File: src/design/spp_pkg.sv
package spp_pkg;

   localparam int BINS_DEFAULT      = 1024;
   localparam int FRAC_BITS_DEFAULT = 8;
   localparam int QUEUE_DEPTH       = 4;

   localparam int PWR_W   = 40;
   localparam int TOT_W   = 41;
   localparam int SUM_W   = 42;
   localparam int POS_W   = 18;
   localparam int RATIO_W = 17;

   typedef struct packed {
      logic [PWR_W-1:0] left_power;
      logic [PWR_W-1:0] right_power;
      logic             last_bin;
   } req_type;

   typedef struct packed {
      logic [POS_W-1:0]   peak_position;
      logic [SUM_W-1:0]   peak_power;
      logic [RATIO_W-1:0] stereo_ratio;
   } rsp_type;

   // one detected peak: window around it and the integer position in Q format
   typedef struct packed {
      logic [2:0][TOT_W-1:0] pwr;
      logic [2:0][PWR_W-1:0] lft;
      logic [2:0][PWR_W-1:0] rgt;
      logic [POS_W-1:0]      base;
   } peak_type;

endpackage

File: src/design/spectral_peak_picker.sv
// Input: one bin per cycle while the peak queue has room (full follows the queue).
// Each peak goes through the back end in turn: setup, FRAC_BITS-1 offset
// division steps, sums, 17 ratio division steps and the output write, all on one
// shared restoring divider.
// Synchronous reset clears the threshold, bin windows, bin index, queue and output.
module spectral_peak_picker #(
   parameter int BINS      = spp_pkg::BINS_DEFAULT,
   parameter int FRAC_BITS = spp_pkg::FRAC_BITS_DEFAULT
) (
   input  logic                      clock,
   input  logic                      reset,
   input  logic                      req_push,
   output logic                      req_full,
   input  spp_pkg::req_type          req_data,
   output logic                      rsp_empty,
   input  logic                      rsp_pop,
   output spp_pkg::rsp_type          rsp_data,
   input  logic                      csr_valid,
   output logic                      csr_ready,
   input  logic [spp_pkg::PWR_W-1:0] csr_data
);

   logic              accept, peak_push, q_empty, q_full, q_pop;
   spp_pkg::peak_type peak_data, q_data;

   assign csr_ready = 1'b1;
   assign req_full  = q_full;
   assign accept    = req_push && !q_full;

   spp_front #(.BINS(BINS), .FRAC_BITS(FRAC_BITS)) u_front (
      .clock     (clock),
      .reset     (reset),
      .accept    (accept),
      .req_data  (req_data),
      .csr_valid (csr_valid),
      .csr_data  (csr_data),
      .peak_push (peak_push),
      .peak_data (peak_data)
   );

   spp_queue u_queue (
      .clock     (clock),
      .reset     (reset),
      .push      (peak_push),
      .push_data (peak_data),
      .full      (q_full),
      .pop       (q_pop),
      .empty     (q_empty),
      .pop_data  (q_data)
   );

   spp_back #(.FRAC_BITS(FRAC_BITS)) u_back (
      .clock     (clock),
      .reset     (reset),
      .q_empty   (q_empty),
      .q_data    (q_data),
      .q_pop     (q_pop),
      .rsp_empty (rsp_empty),
      .rsp_pop   (rsp_pop),
      .rsp_data  (rsp_data)
   );

endmodule

File: src/design/spp_front.sv
module spp_front #(
   parameter int BINS      = spp_pkg::BINS_DEFAULT,
   parameter int FRAC_BITS = spp_pkg::FRAC_BITS_DEFAULT
) (
   input  logic                          clock,
   input  logic                          reset,
   input  logic                          accept,
   input  spp_pkg::req_type              req_data,
   input  logic                          csr_valid,
   input  logic [spp_pkg::PWR_W-1:0]     csr_data,
   output logic                          peak_push,
   output spp_pkg::peak_type             peak_data
);

   localparam int IW = $clog2(BINS);

   logic [spp_pkg::PWR_W-1:0]            thresh_ff;
   logic [1:0][spp_pkg::TOT_W-1:0]       pwr_ff, pwr_in;
   logic [1:0][spp_pkg::PWR_W-1:0]       lft_ff, lft_in;
   logic [1:0][spp_pkg::PWR_W-1:0]       rgt_ff, rgt_in;
   logic [IW-1:0]                        idx_ff, idx_in;
   logic [spp_pkg::TOT_W-1:0]            raw_tot, tot;
   logic [spp_pkg::POS_W-1:0]            idx_wide;

   assign raw_tot = {1'b0, req_data.left_power} + {1'b0, req_data.right_power};
   assign tot     = (raw_tot < {1'b0, thresh_ff}) ? '0 : raw_tot;

   assign pwr_in = {tot, pwr_ff[1]};
   assign lft_in = {req_data.left_power, lft_ff[1]};
   assign rgt_in = {req_data.right_power, rgt_ff[1]};
   assign idx_in = (req_data.last_bin || idx_ff == IW'(BINS - 1)) ? '0 : idx_ff + 1'b1;

   assign idx_wide = spp_pkg::POS_W'(idx_ff);

   assign peak_push = accept && idx_ff >= IW'(2) &&
                      pwr_ff[1] > pwr_ff[0] && pwr_ff[1] > tot;

   assign peak_data.pwr  = {tot, pwr_ff[1], pwr_ff[0]};
   assign peak_data.lft  = {req_data.left_power, lft_ff[1], lft_ff[0]};
   assign peak_data.rgt  = {req_data.right_power, rgt_ff[1], rgt_ff[0]};
   assign peak_data.base = spp_pkg::POS_W'((idx_wide - 1'b1) << FRAC_BITS);

   always_ff @(posedge clock) begin
      if (reset) begin
         thresh_ff <= '0;
         pwr_ff    <= '0;
         lft_ff    <= '0;
         rgt_ff    <= '0;
         idx_ff    <= '0;
      end else begin
         if (csr_valid) begin
            thresh_ff <= csr_data;
         end
         if (accept) begin
            pwr_ff <= pwr_in;
            lft_ff <= lft_in;
            rgt_ff <= rgt_in;
            idx_ff <= idx_in;
         end
      end
   end

endmodule

File: src/design/spp_queue.sv
module spp_queue (
   input  logic              clock,
   input  logic              reset,
   input  logic              push,
   input  spp_pkg::peak_type push_data,
   output logic              full,
   input  logic              pop,
   output logic              empty,
   output spp_pkg::peak_type pop_data
);

   localparam int DEPTH = spp_pkg::QUEUE_DEPTH;
   localparam int AW    = $clog2(DEPTH);

   spp_pkg::peak_type mem_ff [DEPTH];
   logic [AW-1:0]     wr_ff, rd_ff;
   logic [AW:0]       cnt_ff;

   assign full     = cnt_ff == (AW+1)'(DEPTH);
   assign empty    = cnt_ff == '0;
   assign pop_data = mem_ff[rd_ff];

   always_ff @(posedge clock) begin
      if (push) begin
         mem_ff[wr_ff] <= push_data;
      end
   end

   always_ff @(posedge clock) begin
      if (reset) begin
         wr_ff  <= '0;
         rd_ff  <= '0;
         cnt_ff <= '0;
      end else begin
         if (push) begin
            wr_ff <= (wr_ff == AW'(DEPTH - 1)) ? '0 : wr_ff + 1'b1;
         end
         if (pop) begin
            rd_ff <= (rd_ff == AW'(DEPTH - 1)) ? '0 : rd_ff + 1'b1;
         end
         if (push && !pop) begin
            cnt_ff <= cnt_ff + 1'b1;
         end else if (pop && !push) begin
            cnt_ff <= cnt_ff - 1'b1;
         end
      end
   end

endmodule

File: src/design/spp_back.sv
module spp_back #(
   parameter int FRAC_BITS = spp_pkg::FRAC_BITS_DEFAULT
) (
   input  logic              clock,
   input  logic              reset,
   input  logic              q_empty,
   input  spp_pkg::peak_type q_data,
   output logic              q_pop,
   output logic              rsp_empty,
   input  logic              rsp_pop,
   output spp_pkg::rsp_type  rsp_data
);

   localparam int QW = (FRAC_BITS > 1) ? FRAC_BITS - 1 : 1;
   localparam int SW = spp_pkg::SUM_W;
   localparam int TW = spp_pkg::TOT_W;

   typedef enum logic [2:0] {
      S_IDLE, S_SETUP, S_DIVQ, S_SUMS, S_DIVR, S_DONE
   } state_type;

   state_type                     state_ff;
   spp_pkg::peak_type             ent_ff;
   logic [SW:0]                   rem_ff;
   logic [SW-1:0]                 den_ff;
   logic [spp_pkg::RATIO_W-1:0]   quo_ff;
   logic [4:0]                    cnt_ff;
   logic                          neg_ff, zero_ff, out_valid_ff;
   logic [spp_pkg::POS_W-1:0]     pos_ff;
   logic [SW-1:0]                 psum_ff;
   spp_pkg::rsp_type              out_ff;

   logic [SW:0]                   sh, nrem;
   logic                          ge;
   logic [QW-1:0]                 qm;
   logic                          lo;
   logic [TW-1:0]                 ym, y0, y1;
   logic [TW-1:0]                 lsum, rsum;

   assign ym = ent_ff.pwr[0];
   assign y0 = ent_ff.pwr[1];
   assign y1 = ent_ff.pwr[2];

   // shared restoring divider step; first ratio step has no doubling
   assign sh   = (state_ff == S_DIVR && cnt_ff == '0) ? rem_ff : {rem_ff[SW-1:0], 1'b0};
   assign ge   = sh >= {1'b0, den_ff};
   assign nrem = ge ? sh - {1'b0, den_ff} : sh;

   assign qm   = (FRAC_BITS > 1) ? quo_ff[QW-1:0] : '0;
   assign lo   = !(neg_ff && qm != '0);
   assign lsum = lo ? {1'b0, ent_ff.lft[1]} + {1'b0, ent_ff.lft[2]}
                    : {1'b0, ent_ff.lft[0]} + {1'b0, ent_ff.lft[1]};
   assign rsum = lo ? {1'b0, ent_ff.rgt[1]} + {1'b0, ent_ff.rgt[2]}
                    : {1'b0, ent_ff.rgt[0]} + {1'b0, ent_ff.rgt[1]};

   assign q_pop     = state_ff == S_IDLE && !q_empty;
   assign rsp_empty = !out_valid_ff;
   assign rsp_data  = out_ff;

   always_ff @(posedge clock) begin
      if (reset) begin
         state_ff     <= S_IDLE;
         out_valid_ff <= 1'b0;
      end else begin
         if (rsp_pop && out_valid_ff) begin
            out_valid_ff <= 1'b0;
         end
         case (state_ff)
            S_IDLE: begin
               if (!q_empty) begin
                  ent_ff   <= q_data;
                  state_ff <= S_SETUP;
               end
            end
            S_SETUP: begin
               neg_ff <= y1 < ym;
               rem_ff <= (SW+1)'((y1 < ym) ? ym - y1 : y1 - ym);
               den_ff <= SW'(y0 - y1) + SW'(y0 - ym);
               quo_ff <= '0;
               cnt_ff <= '0;
               state_ff <= (FRAC_BITS > 1) ? S_DIVQ : S_SUMS;
            end
            S_DIVQ: begin
               rem_ff <= nrem;
               quo_ff <= {quo_ff[spp_pkg::RATIO_W-2:0], ge};
               cnt_ff <= cnt_ff + 1'b1;
               if (cnt_ff == 5'(FRAC_BITS - 2)) begin
                  state_ff <= S_SUMS;
               end
            end
            S_SUMS: begin
               pos_ff  <= neg_ff ? ent_ff.base - spp_pkg::POS_W'(qm)
                                 : ent_ff.base + spp_pkg::POS_W'(qm);
               psum_ff <= lo ? SW'(y0) + SW'(y1) : SW'(ym) + SW'(y0);
               rem_ff  <= (SW+1)'(lsum);
               den_ff  <= SW'(lsum) + SW'(rsum);
               zero_ff <= lsum == '0 && rsum == '0;
               quo_ff  <= '0;
               cnt_ff  <= '0;
               state_ff <= S_DIVR;
            end
            S_DIVR: begin
               rem_ff <= nrem;
               quo_ff <= {quo_ff[spp_pkg::RATIO_W-2:0], ge};
               cnt_ff <= cnt_ff + 1'b1;
               if (cnt_ff == 5'(spp_pkg::RATIO_W - 1)) begin
                  state_ff <= S_DONE;
               end
            end
            S_DONE: begin
               if (!out_valid_ff) begin
                  out_ff.peak_position <= pos_ff;
                  out_ff.peak_power    <= psum_ff;
                  out_ff.stereo_ratio  <= zero_ff ? '0 : quo_ff;
                  out_valid_ff         <= 1'b1;
                  state_ff             <= S_IDLE;
               end
            end
            default: begin
               state_ff <= S_IDLE;
            end
         endcase
      end
   end

endmodule

File: config.mk
export PLATFORM = sky130hd
export DESIGN_NAME = spectral_peak_picker
export DESIGN_NICKNAME = d
export VERILOG_FILES = /design/src/design/spp_pkg.sv /design/src/design/spectral_peak_picker.sv /design/src/design/spp_front.sv /design/src/design/spp_queue.sv /design/src/design/spp_back.sv
export SDC_FILE = /design/constraint.sdc
export NUM_CORES = 2
export LEC_CHECK = 0
export BUFFER_PORTS_ARGS = -buffer_cell sky130_fd_sc_hd__buf_4
export CAP_MARGIN = 0
export CORE_MARGIN = 2
export CORE_UTILIZATION = 50
export DETAILED_ROUTE_END_ITERATION = 6
export PLACE_DENSITY = 0.68
export SYNTH_ARGS = -nofsm -noshare
export SYNTH_HDL_FRONTEND = slang
export SYNTH_SLANG_ARGS = --single-unit
export TNS_END_PERCENT = 5
File: constraint.sdc
create_clock -name clock -period 18.33 [get_ports clock]
set_input_delay 2.7495 -clock clock [delete_from_list [all_inputs] [get_ports clock]]
set_output_delay 2.7495 -clock clock [all_outputs]
set_load 0.01 [all_outputs]
Word-level counts from Yosys, hierarchy flattened

Memory sizes are Yosys's and may differ from the RTL's. A register that Yosys moved wholly into a read port is not among the register bits.
Index checks and enable logic that the tools add are counted.

Register bits after elaboration: 567
Bits in latches: 0
Memories kept: 1
Memory bits (read-only): 0
Bits in writable memories: 1,492

Bitwise gates (word level): 3
Shift operators: 0
$add $sub $neg: 23
$lt $le $gt $ge: 6
Multiply operators: 0
Equal/unequal tests: 15
Div/mod/pow operators: 0
Reduce and logical (&&, ||, !) cells: 37
Muxes and demuxes: 27

Memory list:

| memory         | depth | width | rd ports | clocked after Yosys merged registers in | wr ports | RTL line        | RTL |
|---|---|---|---|---|---|---|---|
| u_queue.mem_ff | 4     | 373   | 1        | 1                                       | 1        | spp_queue.sv:15 | `spp_pkg::peak_type mem_ff [DEPTH];` |

Operators by type and width:

| cell                    | count |
|---|---|
| $add A40 B40 Y41        | 5 |
| $sub A41 B41 Y42        | 4 |
| $mux W43                | 3 |
| $pmux W43 S3            | 1 |
| $add A41 B41 Y42        | 3 |
| $mux W41                | 3 |
| $pmux W42 S2            | 1 |
| $gt A41 B41 Y1          | 2 |
| $logic_not A41 Y1       | 2 |
| $ge A43 B42 Y1          | 1 |
| $sub A43 B42 Y43        | 1 |
| $add A42 B42 Y42        | 1 |
| $mux W42                | 1 |
| $lt A41 B40 Y1          | 1 |
| $lt A41 B41 Y1          | 1 |
| $pmux W17 S2            | 1 |
| $add A18 B7 Y18         | 1 |
| $mux W18                | 1 |
| $mux W3                 | 6 |
| $pmux W3 S6             | 1 |
| $sub A18 B7 Y18         | 1 |
| $logic_and A1 B1 Y1     | 11 |
| $add A10 B1 Y10 const B | 1 |
| $eq A10 B10 Y1 const B  | 1 |
| 30 further kinds        | 57 |

Longest topological paths before layout

Depth in word-level cells: 10
Gate-level depth with buffers: 43
Gate-level depth less buffers: 42

Hierarchy

Synthesis repeated with hierarchy kept, for this count alone.

Cells, all modules: 7,992
Area total of the unflattened synthesis: 114,429.7 µm²

Modules (own cells, without submodules):

| module               | times used | cells an instance | sequential area each (µm²) | area each (µm²) |
|---|---|---|---|---|
| spp_queue            | 1          | 2,034             | 45,944.1                   | 55,286.8 |
| spp_back             | 1          | 3,994             | 18,908.1                   | 42,084.1 |
| spp_front            | 1          | 1,961             | 5,845.6                    | 17,033.8 |
| spectral_peak_picker | 1          | 3                 | 0.0                        | 25.0 |

Worst setup path after synthesis

OpenSTA, ideal clock, no wires.

Path kind: input to register
From: input port reset
To: register u_back.ent_ff[100] (netlist name) (enable)
Stages on the path: 4
Path buffers: 3
Data arrival time: 18.791 ns
Slack: -1.577 ns
Required time: 17.214 ns
Cells stage by stage: clkbuf_1 > clkbuf_1 > buf_1 > nor2_1

Longest elaborated chain between the ends: 2

RTL lines:

| element                            | RTL line                   | RTL |
|---|---|---|
| from (decl)                        | spectral_peak_picker.sv:11 | `input logic reset,` |
| $not A1 Y1 (no source line)        | n/a                        |  |
| $reduce_and A3 Y1 (no source line) | n/a                        |  |
| to (signal assigned)               | spp_back.sv:71             | `ent_ff <= q_data;` |
| to (decl)                          | spp_back.sv:23             | `spp_pkg::peak_type ent_ff;` |

No other way between the ends.
A chain may end at the register's enable or synchronous reset.

==> metrics.csv <==
metric,value,unit
Ys Warns,0,
Post-CTS Setup Inserts,0,
clock period minus final worst setup slack,12.72,ns
WHS,0.4153,ns
Mean Syn Cell Area,13.95,um^2
Clock Tree Root,clkbuf_16,
CP required,18.83,ns
Clock transition at path regs,0.06,ns
CP max stage cell,buf_4,
Startpoint Class,input port,
Post-DRT Antenna Nets,0,
Worst R2R Path Depth,29,
Iteration-0 DRC Markers,7715,
Final Cell Area,124600,um^2
Net Sw Power,9271,uW
clk buf depth,3,
die height,475.6,um
"top cells by area, synth","edfxtp_1 (57%), mux4_2 (7.6%), ha_1 (6.1%), dfxtp_1 (5.5%), a21oi_1 (3.0%)",
top-count cell post-synth,edfxtp_1,
crit path max fanout,54,
Setup TNS,0,ns
Final Max Slew Viols,0,
Initial Utilization,50.17,%
max-cap violation count,0,
Slew HR,11.69,%
area delta synth->final,12.04,%
RSZ-0062 raised after global routing,false,
share of the synthesized area in the top cell type,57.01,%
Cells after Synth,7969,
Post-synth top cells,"edfxtp_1 (2111), nand2_1 (810), a21oi_1 (668), ha_1 (543), inv_1 (400)",
WL per Instance,27.82,um
worst min path class,register to register,
"FFs w/ async S/R, synth",0,%
Detailed Place HPWL,225100,um
global-route wire length before repair,457400,um
R2R setup slack,8.23,ns
total grt overflow,0,
Lkg Pwr,0.04465,uW
number of synthesized flops with an enable pin,2111,
H-Tree Depth,4,
Logic pwr share,46.0,%
GPL Wtd Cong,0.9625,
Pint,13530,uW
Final #Nets,8908,
hold path start,u_back.psum_ff[14]$_DFFE_PP_,
DRC,0,
global router's overall resource usage,27.80,%
vias in the first global route,66262,
hold path cells,0,
CP max stage delay,0.79,ns
die width,475.6,um
r2r endpoint,u_back.den_ff[37]$_DFFE_PP_,
CP arrival,13.21,ns
Resized cells post-CTS,0,
placement row count,173,
worst hold endpoint,u_back.rsp_data[31]$_DFFE_PP_,
post-synthesis sequential area ratio,62.46,%
Final Hold Fails,0,
Synth Flop Type,edfxtp_1,
CORE AREA,221700,um^2
Detailed Route WL,316800,um
R2R Path Start,u_back.quo_ff[0]$_SDFFCE_PP0P_,
Buffers on Ports,204,
Final setup viols,0,
sw frac,40.66,%
CP Capture Type,register,
Vias,68339,
clock skew after layout,0.07232,ns
syn nets,8687,
Die Area,226200,um^2
top cell type by total area after synthesis,edfxtp_1,
Tcrit/Tclk final,69.37,%
Least-Margin Pin Slew,1.315,ns
PwrDens,183.0,nW/um^2
clock share of power,22.3,%
Seq pwr share,31.7,%
dpl ws,4.767,ns
share of layout cells above drive strength 1,14.29,%
"FF+latch count, synth",2414,
outcome,"complete, no violations",
Avg Vias per Cell,6.003,
Peak VDD IR,153.7,uV
"Top cell by count, worst path",o21ai_0,
WS Path Type,input port to register,
largest net degree at the start of global routing,138,
CTS tree,built,
CTS buffer count,235,
fmax,0.07865,GHz
Placed Area,116300,um^2
clock latency at the later pin of the worst-skew pair,0.92,ns
clock sink count,2414,
IO Pins,206,
Mapped Area,111200,um^2
Netlist cell types,91,
Worst Slack Setup Final,5.615,ns
initial antenna violation count,35,
Pre-antenna DRT Iters,6,
hold buffers post-CTS,0,
how the worst max path moves through the flow:
stage,startpoint,end,slack [ns]
2_1_floorplan,req_data[2],u_queue.mem_ff[3][0]$_DFFE_PP_,0.73
3_3_place_gp,req_data[42],u_queue.mem_ff[3][9]$_DFFE_PP_,4.88
3_5_place_dp,req_data[42],u_queue.mem_ff[3][9]$_DFFE_PP_,4.77
4_1_cts,req_data[42],u_queue.mem_ff[3][209]$_DFFE_PP_,5.69
5_1_grt,req_data[2],u_queue.mem_ff[3][209]$_DFFE_PP_,4.98
6_report,req_data[42],u_queue.mem_ff[3][209]$_DFFE_PP_,5.61
routing by layer:
layer,GRT usage (%),share of wire (%)
met1,39.10,42
met2,43.98,47
met3,5.042,7.3
met4,8.998,3.5
met5,0,0.073
power groups by stage:
| stage | sequential, uW | clock, uW | combinational [uW] |
|---|---|---|---|
| 3_5_place_dp | 7340 | 0 | 10300 |
| 4_1_cts | 7230 | 5150 | 10400 |
| 5_1_grt | 7270 | 5360 | 11200 |
| 3_3_place_gp | 7320 | 0 | 10300 |
| 6_report | 7240 | 5080 | 10500 |
| 2_1_floorplan | 7180 | 0 | 6750 |
per-stage QoR:
step	instances	power (uW)	utilization, %
2_1_floorplan	7969	13920	-
3_5_place_dp	10928	17630	52.47
4_1_cts	11378	22740	56.20
5_1_grt	11381	23870	56.20
3_3_place_gp	10928	17600	52.47
6_report	11385	22800	56.21
cell type report:
type	count	area [um^2]
Tap cell	2975	3722
Antenna cell	7	17.52
Inverter	401	1505
Clock inverter	130	1733
Multi-Input combinational cell	4833	39140
Timing Repair Buffer	305	2472
Sequential cell	2414	69460
Fill cell	17634	97060
Clock buffer	320	6533
cells by family after synthesis:
logic type / Yosys count / share of synthesized area, %
fa+ha+maj: 592 / 6.992
mux: 557 / 9.311
buf+inv: 722 / 2.470
flops: 2414 / 62.46
compound gates: 1701 / 9.468
other cells: 1 / 0.003372
xor+xnor: 309 / 2.434
simple gates: 1673 / 6.859
state kept, by name, indices dropped and copies added (netlist names), 5 cells and up:
name	flops
u_queue.mem_ff	1492
u_back.ent_ff	250
u_front.peak_data	242
u_back.rsp_data	77
u_back.rem_ff	43
u_back.den_ff	42
u_back.psum_ff	42
u_back.y0	41
u_back.y1	41
u_back.ym	41
u_front.thresh_ff	40
u_back.pos_ff	18
u_back.quo_ff	17
u_front.idx_ff	10
u_back.cnt_ff	5
critical path: cells and delay by family:
family / cells / cell delay (ns)
AO/OA/AOI/OAI: 15 / 3.90
AND/OR/NAND/NOR: 9 / 2.80
buffers and inverters: 6 / 2.46
adder cells (fa/ha/maj): 3 / 0.81
XOR/XNOR: 1 / 0.38
cell usage in the layout, fill, tap and decap left out, types with 54 or more instances in the layout:
master,netlist,final
nor2_1,313,307
mux2_2,89,89
nand2_1,810,810
clkbuf_1,237,54
mux4_2,373,373
buf_4,1,290
a21o_1,227,227
dfxtp_1,303,301
o21ai_0,314,313
edfxtp_1,2111,2111
clkbuf_16,0,237
mux2i_1,95,95
nand3_1,79,78
o21bai_1,79,79
xor2_1,76,76
ha_1,543,543
a21oi_1,668,667
nand4_1,84,84
xnor2_1,233,233
inv_1,400,399
nor2b_1,71,70
Note: power is estimated with default switching activity, not from simulation.
